--- config.mk ---
export PLATFORM = sky130hd
export DESIGN_NAME = ebj_csr
export DESIGN_NICKNAME = d
export VERILOG_FILES = /design/src/rtl/ebj_pkg.sv /design/src/rtl/ebj_csr.sv
export SDC_FILE = /design/constraint.sdc
export NUM_CORES = 1
export LEC_CHECK = 0
export BUFFER_PORTS_ARGS = -buffer_cell sky130_fd_sc_hd__clkbuf_2
export CAP_MARGIN = 25
export CORE_MARGIN = 2
export CORE_UTILIZATION = 45
export DETAILED_ROUTE_END_ITERATION = 7
export PLACE_DENSITY_LB_ADDON = 0.1
export SLEW_MARGIN = 20
export SYNTH_ARGS = -nofsm -noshare
export SYNTH_HDL_FRONTEND = slang
export SYNTH_SLANG_ARGS = --single-unit
--- constraint.sdc ---
create_clock -name clock -period 1.2 [get_ports clock]
set_input_delay 0.24 -clock clock [delete_from_list [all_inputs] [get_ports clock]]
set_output_delay 0.24 -clock clock [all_outputs]
set_load 0.05 [all_outputs]
--- src/rtl/ebj_pkg.sv ---
// ----------------------------------------------------------------------------
// ebj_pkg
// Types, constants and microcode ROM of the exponential backoff block.
// ----------------------------------------------------------------------------
package ebj_pkg;

   localparam int CSR_IDX_W  = 3;
   localparam int CSR_DATA_W = 32;
   localparam int UPC_W      = 5;
   localparam int ACC_W      = 112;
   localparam int SMAG_LSB   = 16;  // Q8.16 growth product
   localparam int JMAG_LSB   = 47;  // Q1.31 * Q1.16 jitter product

   localparam logic [62:0] MAG_MAX = {63{1'b1}};
   localparam logic [30:0] LCG_MUL = 31'd1103515245;
   localparam logic [30:0] LCG_INC = 31'd12345;

   typedef enum logic [1:0] {
      ACT_BEGIN = 2'd0,
      ACT_STEP  = 2'd1,
      ACT_RESET = 2'd2
   } action_type;

   typedef enum logic [CSR_IDX_W-1:0] {
      REG_INITIAL_TIMEOUT = 3'd0,
      REG_GROWTH_FACTOR   = 3'd1,
      REG_JITTER_FRACTION = 3'd2,
      REG_MIN_TIMEOUT     = 3'd3,
      REG_MAX_TIMEOUT     = 3'd4,
      REG_RNG_SEED        = 3'd5
   } csr_reg_type;

   typedef struct packed {
      logic [1:0]  action;
      logic [62:0] now_ms;
   } req_payload_type;

   typedef struct packed {
      logic [62:0] deadline_ms;
   } rsp_payload_type;

   typedef struct packed {
      logic [31:0] initial_timeout;
      logic [23:0] growth_factor;
      logic [16:0] jitter_fraction;
      logic [31:0] min_timeout;
      logic [31:0] max_timeout;
   } cfg_type;

   typedef struct packed {
      logic        load;
      logic [30:0] value;
   } seed_wr_type;

   localparam cfg_type CFG_RESET = '{
      initial_timeout: 32'd1000,
      growth_factor:   24'd104858,
      jitter_fraction: 17'd13107,
      min_timeout:     32'd20000,
      max_timeout:     32'd120000
   };
   localparam logic [30:0] SEED_RESET = 31'd1;

   // control word fields
   typedef enum logic [2:0] {
      MA_ZERO, MA_GROWTH, MA_LCG_MUL, MA_ABSD, MA_COEF_LO, MA_COEF_HI
   } mul_a_type;

   typedef enum logic [2:0] {
      MB_ZERO, MB_TMAG_LO, MB_TMAG_HI, MB_LCG, MB_JF, MB_SMAG_LO, MB_SMAG_HI
   } mul_b_type;

   typedef enum logic [1:0] {ACC_HOLD, ACC_LOAD, ACC_ADD} acc_op_type;
   typedef enum logic [1:0] {SH_0, SH_32, SH_64} acc_sh_type;

   typedef enum logic [3:0] {
      WB_NONE, WB_LOAD_INIT, WB_LCG, WB_SMAG, WB_COEF, WB_JMAG, WB_CLAMP,
      WB_COMBINE, WB_DEADLINE
   } wb_op_type;

   typedef enum logic [2:0] {
      SEQ_NEXT, SEQ_BRANCH, SEQ_JUMP, SEQ_EMIT, SEQ_DONE
   } seq_op_type;

   typedef enum logic {ST_IDLE, ST_RUN} seq_state_type;

   typedef struct packed {
      mul_a_type              a_sel;
      mul_b_type              b_sel;
      acc_op_type             acc_op;
      acc_sh_type             acc_sh;
      wb_op_type              wb;
      seq_op_type             seq;
      action_type             cond_act;
      logic [UPC_W-1:0]       target;
   } ctrl_word_type;

   typedef struct packed {
      ctrl_word_type cw;
      logic          accept;
      logic          emit;
   } dp_ctrl_type;

   // microprogram entry points
   localparam logic [UPC_W-1:0] UA_DISPATCH = 5'd0;
   localparam logic [UPC_W-1:0] UA_BEGIN    = 5'd4;
   localparam logic [UPC_W-1:0] UA_DEADLINE = 5'd5;
   localparam logic [UPC_W-1:0] UA_EMIT     = 5'd6;
   localparam logic [UPC_W-1:0] UA_RESET    = 5'd7;
   localparam logic [UPC_W-1:0] UA_STEP     = 5'd8;

   localparam ctrl_word_type UCODE_NOP = '{
      a_sel: MA_ZERO, b_sel: MB_ZERO, acc_op: ACC_HOLD, acc_sh: SH_0,
      wb: WB_NONE, seq: SEQ_DONE, cond_act: ACT_BEGIN, target: UA_DISPATCH
   };

   function automatic ctrl_word_type cw_make(
      input mul_a_type        a,
      input mul_b_type        b,
      input acc_op_type       acc,
      input acc_sh_type       sh,
      input wb_op_type        wb,
      input seq_op_type       seq,
      input action_type       cond,
      input logic [UPC_W-1:0] target
   );
      ctrl_word_type cw;
      cw.a_sel    = a;
      cw.b_sel    = b;
      cw.acc_op   = acc;
      cw.acc_sh   = sh;
      cw.wb       = wb;
      cw.seq      = seq;
      cw.cond_act = cond;
      cw.target   = target;
      return cw;
   endfunction

   // Step program: growth product over two halves, LCG advance, jitter
   // coefficient, four-part jitter product, clamp, combine, deadline.
   function automatic ctrl_word_type ucode_rom(input logic [UPC_W-1:0] addr);
      ctrl_word_type cw;
      cw = UCODE_NOP;
      unique case (addr)
         UA_DISPATCH:
            cw = cw_make(MA_ZERO, MB_ZERO, ACC_HOLD, SH_0, WB_NONE,
                         SEQ_BRANCH, ACT_STEP, UA_STEP);
         UA_DISPATCH + 5'd1:
            cw = cw_make(MA_ZERO, MB_ZERO, ACC_HOLD, SH_0, WB_NONE,
                         SEQ_BRANCH, ACT_BEGIN, UA_BEGIN);
         UA_DISPATCH + 5'd2:
            cw = cw_make(MA_ZERO, MB_ZERO, ACC_HOLD, SH_0, WB_NONE,
                         SEQ_BRANCH, ACT_RESET, UA_RESET);
         UA_DISPATCH + 5'd3:
            cw = UCODE_NOP;
         UA_BEGIN:
            cw = cw_make(MA_ZERO, MB_ZERO, ACC_HOLD, SH_0, WB_LOAD_INIT,
                         SEQ_NEXT, ACT_BEGIN, UA_DISPATCH);
         UA_DEADLINE:
            cw = cw_make(MA_ZERO, MB_ZERO, ACC_HOLD, SH_0, WB_DEADLINE,
                         SEQ_NEXT, ACT_BEGIN, UA_DISPATCH);
         UA_EMIT:
            cw = cw_make(MA_ZERO, MB_ZERO, ACC_HOLD, SH_0, WB_NONE,
                         SEQ_EMIT, ACT_BEGIN, UA_DISPATCH);
         UA_RESET:
            cw = cw_make(MA_ZERO, MB_ZERO, ACC_HOLD, SH_0, WB_LOAD_INIT,
                         SEQ_DONE, ACT_BEGIN, UA_DISPATCH);
         UA_STEP:
            cw = cw_make(MA_GROWTH, MB_TMAG_LO, ACC_HOLD, SH_0, WB_NONE,
                         SEQ_NEXT, ACT_BEGIN, UA_DISPATCH);
         UA_STEP + 5'd1:
            cw = cw_make(MA_GROWTH, MB_TMAG_HI, ACC_LOAD, SH_0, WB_NONE,
                         SEQ_NEXT, ACT_BEGIN, UA_DISPATCH);
         UA_STEP + 5'd2:
            cw = cw_make(MA_LCG_MUL, MB_LCG, ACC_ADD, SH_32, WB_NONE,
                         SEQ_NEXT, ACT_BEGIN, UA_DISPATCH);
         UA_STEP + 5'd3:
            cw = cw_make(MA_ZERO, MB_ZERO, ACC_HOLD, SH_0, WB_LCG,
                         SEQ_NEXT, ACT_BEGIN, UA_DISPATCH);
         UA_STEP + 5'd4:
            cw = cw_make(MA_ABSD, MB_JF, ACC_HOLD, SH_0, WB_SMAG,
                         SEQ_NEXT, ACT_BEGIN, UA_DISPATCH);
         UA_STEP + 5'd5:
            cw = cw_make(MA_ZERO, MB_ZERO, ACC_HOLD, SH_0, WB_COEF,
                         SEQ_NEXT, ACT_BEGIN, UA_DISPATCH);
         UA_STEP + 5'd6:
            cw = cw_make(MA_COEF_LO, MB_SMAG_LO, ACC_HOLD, SH_0, WB_NONE,
                         SEQ_NEXT, ACT_BEGIN, UA_DISPATCH);
         UA_STEP + 5'd7:
            cw = cw_make(MA_COEF_LO, MB_SMAG_HI, ACC_LOAD, SH_0, WB_NONE,
                         SEQ_NEXT, ACT_BEGIN, UA_DISPATCH);
         UA_STEP + 5'd8:
            cw = cw_make(MA_COEF_HI, MB_SMAG_LO, ACC_ADD, SH_32, WB_NONE,
                         SEQ_NEXT, ACT_BEGIN, UA_DISPATCH);
         UA_STEP + 5'd9:
            cw = cw_make(MA_COEF_HI, MB_SMAG_HI, ACC_ADD, SH_32, WB_NONE,
                         SEQ_NEXT, ACT_BEGIN, UA_DISPATCH);
         UA_STEP + 5'd10:
            cw = cw_make(MA_ZERO, MB_ZERO, ACC_ADD, SH_64, WB_NONE,
                         SEQ_NEXT, ACT_BEGIN, UA_DISPATCH);
         UA_STEP + 5'd11:
            cw = cw_make(MA_ZERO, MB_ZERO, ACC_HOLD, SH_0, WB_JMAG,
                         SEQ_NEXT, ACT_BEGIN, UA_DISPATCH);
         UA_STEP + 5'd12:
            cw = cw_make(MA_ZERO, MB_ZERO, ACC_HOLD, SH_0, WB_CLAMP,
                         SEQ_NEXT, ACT_BEGIN, UA_DISPATCH);
         UA_STEP + 5'd13:
            cw = cw_make(MA_ZERO, MB_ZERO, ACC_HOLD, SH_0, WB_COMBINE,
                         SEQ_JUMP, ACT_BEGIN, UA_DEADLINE);
         default:
            cw = UCODE_NOP;
      endcase
      return cw;
   endfunction

endpackage

--- src/rtl/ebj_csr.sv ---
// ----------------------------------------------------------------------------
// ebj_csr
// Configuration registers; a seed write reloads the generator state.
// ----------------------------------------------------------------------------
module ebj_csr import ebj_pkg::*; (
   input  logic                  clock,
   input  logic                  reset,
   input  logic                  csr_we,
   input  logic [CSR_IDX_W-1:0]  csr_index,
   input  logic [CSR_DATA_W-1:0] csr_wdata,
   output cfg_type               cfg,
   output seed_wr_type           seed_wr
);

   cfg_type cfg_ff;
   cfg_type cfg_in;

   always_comb begin
      cfg_in        = cfg_ff;
      seed_wr.load  = 1'b0;
      seed_wr.value = csr_wdata[30:0];
      if (csr_we) begin
         unique case (csr_index)
            REG_INITIAL_TIMEOUT: cfg_in.initial_timeout = csr_wdata[31:0];
            REG_GROWTH_FACTOR:   cfg_in.growth_factor   = csr_wdata[23:0];
            REG_JITTER_FRACTION: cfg_in.jitter_fraction = csr_wdata[16:0];
            REG_MIN_TIMEOUT:     cfg_in.min_timeout     = csr_wdata[31:0];
            REG_MAX_TIMEOUT:     cfg_in.max_timeout     = csr_wdata[31:0];
            REG_RNG_SEED:        seed_wr.load           = 1'b1;
            default: ;
         endcase
      end
   end

   always_ff @(posedge clock) begin
      if (reset) begin
         cfg_ff <= CFG_RESET;
      end else begin
         cfg_ff <= cfg_in;
      end
   end

   assign cfg = cfg_ff;

endmodule

==> results of run 1 <==
## kinds of logic after synthesis
| kind of cell | Yosys count | synth area share (%) |
|---|---|---|
| and+or+nand+nor | 195 | 20.0 |
| muxes | 137 | 24.2 |
| DFF | 137 | 48.5 |
| buffers and inverters | 69 | 7.26 |
## final cells by class
type	instances	share of cell area, %
Timing Repair Buffer	228	29.8
Sequential cell	137	32.6
Multi-Input combinational cell	332	28.7
Clock buffer	22	5.12
Tap cell	168	2.37
Clock inverter	8	1.38
## timing repair
item,4_1_cts,5_1_grt
cloned,0,0
pin swaps,0,1
setup endpoints to repair,138,96
hold endpoints to repair,0,0
gates resized for setup,343,147
## routing by layer
metal	track usage [%]	routed length (um)	vias up
li1	-	-	2098
met1	26.9	6310	2082
met2	38.9	7680	139
met3	7.32	947	13
met4	7.30	155	0
met5	0	0	-
## worst max path at each step
| stage | endpoint | slack (ns) |
|---|---|---|
| 6_report | cfg[79] | 0.02 |
| 5_1_grt | seed_wr[31] | -0.006 |
| 4_1_cts | cfg[14] | -0.001 |
| 3_5_place_dp | cfg[116] | -0.20 |
| 3_3_place_gp | cfg[121] | -0.19 |
| 2_1_floorplan | cfg[126] | -0.06 |
## power by group through the flow
stage                     sequential [uW]  combinational [uW]  clock [uW]
after CTS                            4730                1490        5260
after global routing                 4760                1600        5450
after floorplan                      5150                 661           0
after global placement               4800                1320           0
after detailed placement             4810                1330           0
final                                4750                1530        5170
## metrics by stage
step	instances	total power [uW]	hold WS [ns]	instance area, um^2
2_1_floorplan	538	5810	0.407	5670
3_3_place_gp	865	6120	0.458	6810
3_5_place_dp	865	6140	0.464	6810
4_1_cts	895	11500	0.120	8680
5_1_grt	895	11800	0.135	8870
6_report	895	11500	0.125	8870
## synthesized netlist by cell type (2+ instances only)
master and number:
nor4bb_1 2, nand2b_1 134, buf_2 13, nand4bb_1 3, buf_6 2, dfxtp_1 137
and4b_1 2, mux2i_1 137, buf_4 32, clkbuf_1 22, nor2_1 51
==> impl_results.md, run 1 <==
- Max FFs per register: 137
- Worst Hold Class: primary input to flop
- Crit-path slowest cell: dfxtp_2
- Die Y: 116 um
- Mean number of vias per cell: slightly below 5
- Post-CTS setup buffer count: 0
- Pint: around 8500 uW
- Clk sink count: between 100 and 150
- Seq/Total Area, Yosys: 48.5%
- Util after Layout: between 70% and 80%
- Clk_skew: 0 ns
- Most common cell after layout, fill and taps aside: mux2i_1
- H-tree Lvls: 4
- Count of state elements after synthesis: 137
- Commonest cells after routing, fill and taps aside: mux2i_1, nand2b_1, dfxtp_2, buf_8, clkbuf_2
- Crit path cell chain: clkbuf_8
- Initial DRC count: 248
- CP max stage delay: 0.35 ns
- Share of cells above drive strength 1: about half
- Max_cap viols: 0
- Largest net degree at the start of global routing: 67
- Worst hold stages: 3
- Pwr dens: 1290 nW/um^2
- Starting density of the core: 46.5%
- Worst hold start: csr_wdata[9]
- Largest cells by area after synthesis: dfxtp_1, mux2i_1, nand2b_1, buf_4, nor2_1
- Fillers: around 800
- Setup slack after layout: 0.0221 ns
- DPL Wire Length: roughly 9900 um
- Worst-skew pair later-pin latency: roughly 0.4 ns
- CTS hold repair buffers: 0
- Syn Nets: between 500 and 600
- Most used DFF post-synth: dfxtp_1
- Vias in the first global route: 4392
- Clock Power Share: 45.2%
- Fraction of registers with async set/reset: 0%
- Drc violations: 0
- Instance count on the critical path: 1
- Ant. Diodes: 0
- Kind of cell adding the most delay to the critical path: flip-flops
- Dpl ws: -0.205 ns
- Cell area after synthesis: between 5000 and 6000 um^2
- Worst R2R Path Depth: 2
- Worst R2R End: cfg[116]
- Antenna violations before repair: 0
- Tcrit/Tclk final: between 90% and 100%
- CP Class: flop to output port
- Routability congestion estimate: 0.773
- Sequential power share: about two fifths
- Row cnt: 40
- Crit path buffers/inverters: 1
- Total routed wirelength: 15100 um
- Grt total ovfl: 0
- Clock Path Buffers: 2
- VDD IR max: approximately 0.77 mV
- Final ANT Viol Nets: 0
- Endpoint type of the worst setup path: output port
- Clock root buffer: clkbuf_16
- Die ar.: 13500 um^2
- Layout Area Growth over Synthesis: 56.8%
- Clock-pin slew on the worst setup and hold paths: about 0.060 ns
- Synth area leader: dfxtp_1
- Final hold vios: 0
- Area occupied by multi-input gates: between 2000 and 3000 um^2
- WP data arrival: roughly 0.94 ns
- Worst-Margin Slew: 0.319 ns
- Reg2Reg Launch Point: cfg[116]
- Top-area cell type share of the netlist area: ~48%
- I/O pin cnt: approximately 210
- Global Route Usage Sum: a little under a quarter
- Num CTS Buffers: 17
- Leak pwr: between 0.004 and 0.005 uW
- Slew Limit Fails: 0
- Switching part of the total: 25.4%
- CP Data Required Time: 0.96 ns
- Register Area: between 2000 and 3000 um^2
- Final setup fails: 0
- Status: completed
- Startpoint types: flop
- Crit-path max FO: 2
- CTS tree: done
- Post-synth EDFFs: 0
- Net Switching: a little under 3000 uW
- Syn Area/Cell: around 11 um^2
- Routed len/inst: around 17 um
- Relative slew slack: between 70% and 80%
- Post-Syn Instances: roughly 540
- I/O Buffers: between 200 and 250
- Critical path startpoint: cfg[79]
- Max frequency: ~0.85 GHz
- Power share of the combinational group: between 10% and 20%
- Hold path endpoint: cfg[9]
- Setup TNS: 0 ns
- First-pass GRT wire length: 23200 um
- Routed via count: roughly 4300
- Pre-Repair DR Iteration Count: 4
- Min cycle time layout: 1.18 ns
- Distinct cells, synth: 14
- Fin nets: roughly 750
- Yosys warning count: 0
- Core Area: between 10000 and 15000 um^2
- Register-to-register path setup slack: ~0.47 ns
- Die X: 116 um
Power figures use the tool's default switching activity.
==> inputs of run 2 (changes only) <==
--- a/config.mk
+++ b/config.mk
@@ -11,6 +11,7 @@
 export CORE_UTILIZATION = 45
 export DETAILED_ROUTE_END_ITERATION = 7
 export PLACE_DENSITY_LB_ADDON = 0.1
+export RECOVER_POWER = 100
 export SLEW_MARGIN = 20
 export SYNTH_ARGS = -nofsm -noshare
 export SYNTH_HDL_FRONTEND = slang
==> impl_results.md, run 2 (same netlist as run 1, synthesis figures left out) <==
- I/O pin cnt: 207 (unchanged)
- Pint: 8520 uW (-0.23%)
- Max FFs per register: 137 (unchanged)
- Core Area: 12200 um^2 (unchanged)
- VDD IR max: 0.760 mV (-1.7%)
- Final ANT Viol Nets: 0 (unchanged)
- Setup slack after layout: 0.0244 ns (+0.00226 ns)
- Vias in the first global route: 4392 (unchanged)
- Row cnt: 40 (unchanged)
- Switching part of the total: 25.4% (-0.035 points)
- Layout Area Growth over Synthesis: 55.1%
- Status: completed
- Die Y: 116 um (unchanged)
- Clk sink count: 137 (unchanged)
- Tcrit/Tclk final: 98.0% (-0.19 points)
- Worst R2R End: cfg[116]
- Ant. Diodes: 0 (unchanged)
- Die X: 116 um (unchanged)
- Final setup fails: 0 (unchanged)
- Leak pwr: 0.00404 uW (-1.6%)
- Global Route Usage Sum: 22.6% (unchanged)
- Worst Hold Class: primary input to flop
- Routability congestion estimate: 0.773 (unchanged)
- Clk_skew: 0 ns (unchanged)
- Max_cap viols: 0 (unchanged)
- Setup TNS: 0 ns (unchanged)
- Worst hold stages: 3 (unchanged)
- Placement Cell Area: 6810 um^2 (unchanged)
- Slew Limit Fails: 0 (unchanged)
- Final non-filler cell area: 8770 um^2 (-1.1%)
- Drc violations: 0 (unchanged)
- Antenna violations before repair: 0 (unchanged)
- Total routed wirelength: 15100 um (about the same)
- Mean number of vias per cell: 4.80 (-0.78%)
- Routed via count: 4298 (-0.78%)
- Worst-skew pair later-pin latency: 0.40 ns (about the same)
- Pwr dens: 1300 nW/um^2 (+0.81%)
- Startpoint types: primary input
- Worst-Margin Slew: 0.600 ns (+0.281 ns)
- Dpl ws: -0.205 ns (unchanged)
- CP Class: primary input to output port
- Clock-pin slew on the worst setup and hold paths: 0.06 ns (about the same)
- Power share of the combinational group: 13.2% (about the same)
- Fin nets: 754 (unchanged)
- Pre-Repair DR Iteration Count: 4 (unchanged)
- Most common cell after layout, fill and taps aside: mux2i_1
- CP Data Required Time: 0.96 ns (about the same)
- Initial DRC count: 220 (-11%)
- Post-CTS setup buffer count: 0 (unchanged)
- WP data arrival: 0.94 ns (about the same)
- Share of cells above drive strength 1: 49.5% (-1.7 points)
- Final hold vios: 0 (unchanged)
- I/O Buffers: 206 (unchanged)
- Largest net degree at the start of global routing: 67 (unchanged)
- Starting density of the core: 46.5% (unchanged)
- Clock Path Buffers: 2 (unchanged)
- Reg2Reg Launch Point: cfg[116]
- Worst R2R Path Depth: 2 (unchanged)
- Clock Power Share: 45.2% (about the same)
- Sequential power share: 41.6% (about the same)
- Die ar.: 13500 um^2 (unchanged)
- Hold path endpoint: cfg[9]
- CTS tree: done
- Min cycle time layout: 1.18 ns (-0.00226 ns)
- Register-to-register path setup slack: 0.47 ns (about the same)
- WHS: 0.129 ns (+0.00404 ns)
- Grt total ovfl: 0 (unchanged)
- Total power: 11400 uW (-0.28%)
- Num CTS Buffers: 17 (unchanged)
- Routed len/inst: 16.9 um (about the same)
- H-tree Lvls: 4 (unchanged)
- Crit-path max FO: 6 (+4)
- First-pass GRT wire length: 23200 um (unchanged)
- Relative slew slack: 60.2% (-18 points)
- Endpoint type of the worst setup path: output port
- Commonest cells after routing, fill and taps aside: mux2i_1, nand2b_1, dfxtp_2, buf_8, clkbuf_2
- Clock root buffer: clkbuf_16
- DPL Wire Length: 9890 um (unchanged)
- Max frequency: 0.851 GHz (+0.19%)
- Net Switching: 2900 uW (-0.41%)
- Worst hold start: csr_wdata[9]
-- run 2: cell types whose count changed in the layout (fill, tap and decap cells not counted) --
cell and delta:
clkbuf_1 +12, buf_12 -5, clkbuf_2 -5, buf_4 -3
clkbuf_4 +1
-- run 2: final cells by class --
class                           count  area (um^2)
Fill cell                         843         3390
Sequential cell                   137         2890
Timing Repair Buffer              228         2550
Multi-Input combinational cell    332         2540
Clock buffer                       22          454
Tap cell                          168          210
Clock inverter                      8          123
-- run 2: stage by stage --
step / cells / util (%)
after floorplan: 538 / -
after global placement: 865 / 56.0
after detailed placement: 865 / 56.0
after CTS: 895 / 71.3
after global routing: 895 / 72.1
final: 895 / 72.1
-- run 2: how the worst max path moves through the flow --
stage,from,to,slack [ns],cells past startpoint
after floorplan,csr_index[0],cfg[126],-0.06,4
after global placement,csr_index[2],cfg[121],-0.19,5
after detailed placement,csr_index[2],cfg[116],-0.20,5
after CTS,cfg[14],cfg[14],-0.001,1
after global routing,csr_we,seed_wr[31],-0.006,4
final,csr_we,seed_wr[31],0.02,4
-- run 2: routing by layer --
metal  wire length [um]  part of all wire [%]  GRT usage [%]  up-vias
met2               7760                    51           38.9      139
li1                   -                     -              -     2099
met1               6350                    42           26.9     2051
met3                856                   5.7           7.32        9
met5                  0                     0              0        -
met4                119                  0.79           7.30        0
-- run 2: worst max-delay path, stage by stage --
cell      delay [ns]
clkbuf_2        0.15
buf_6           0.14
and4b_1         0.24
buf_8           0.16
-- run 2: power by group through the flow --
| stage | registers (uW) | logic [uW] | clock network (uW) |
|---|---|---|---|
| after floorplan | 5150 | 661 | 0 |
| after CTS | 4730 | 1490 | 5260 |
| after global placement | 4800 | 1320 | 0 |
| after detailed placement | 4810 | 1330 | 0 |
| after global routing | 4760 | 1570 | 5450 |
| final | 4750 | 1500 | 5170 |
-- run 2: timing repair --
item	CTS	global route
resized for setup	343	147
pin swaps	0	1
hold buffers	0	0
setup endpoints to repair	138	96
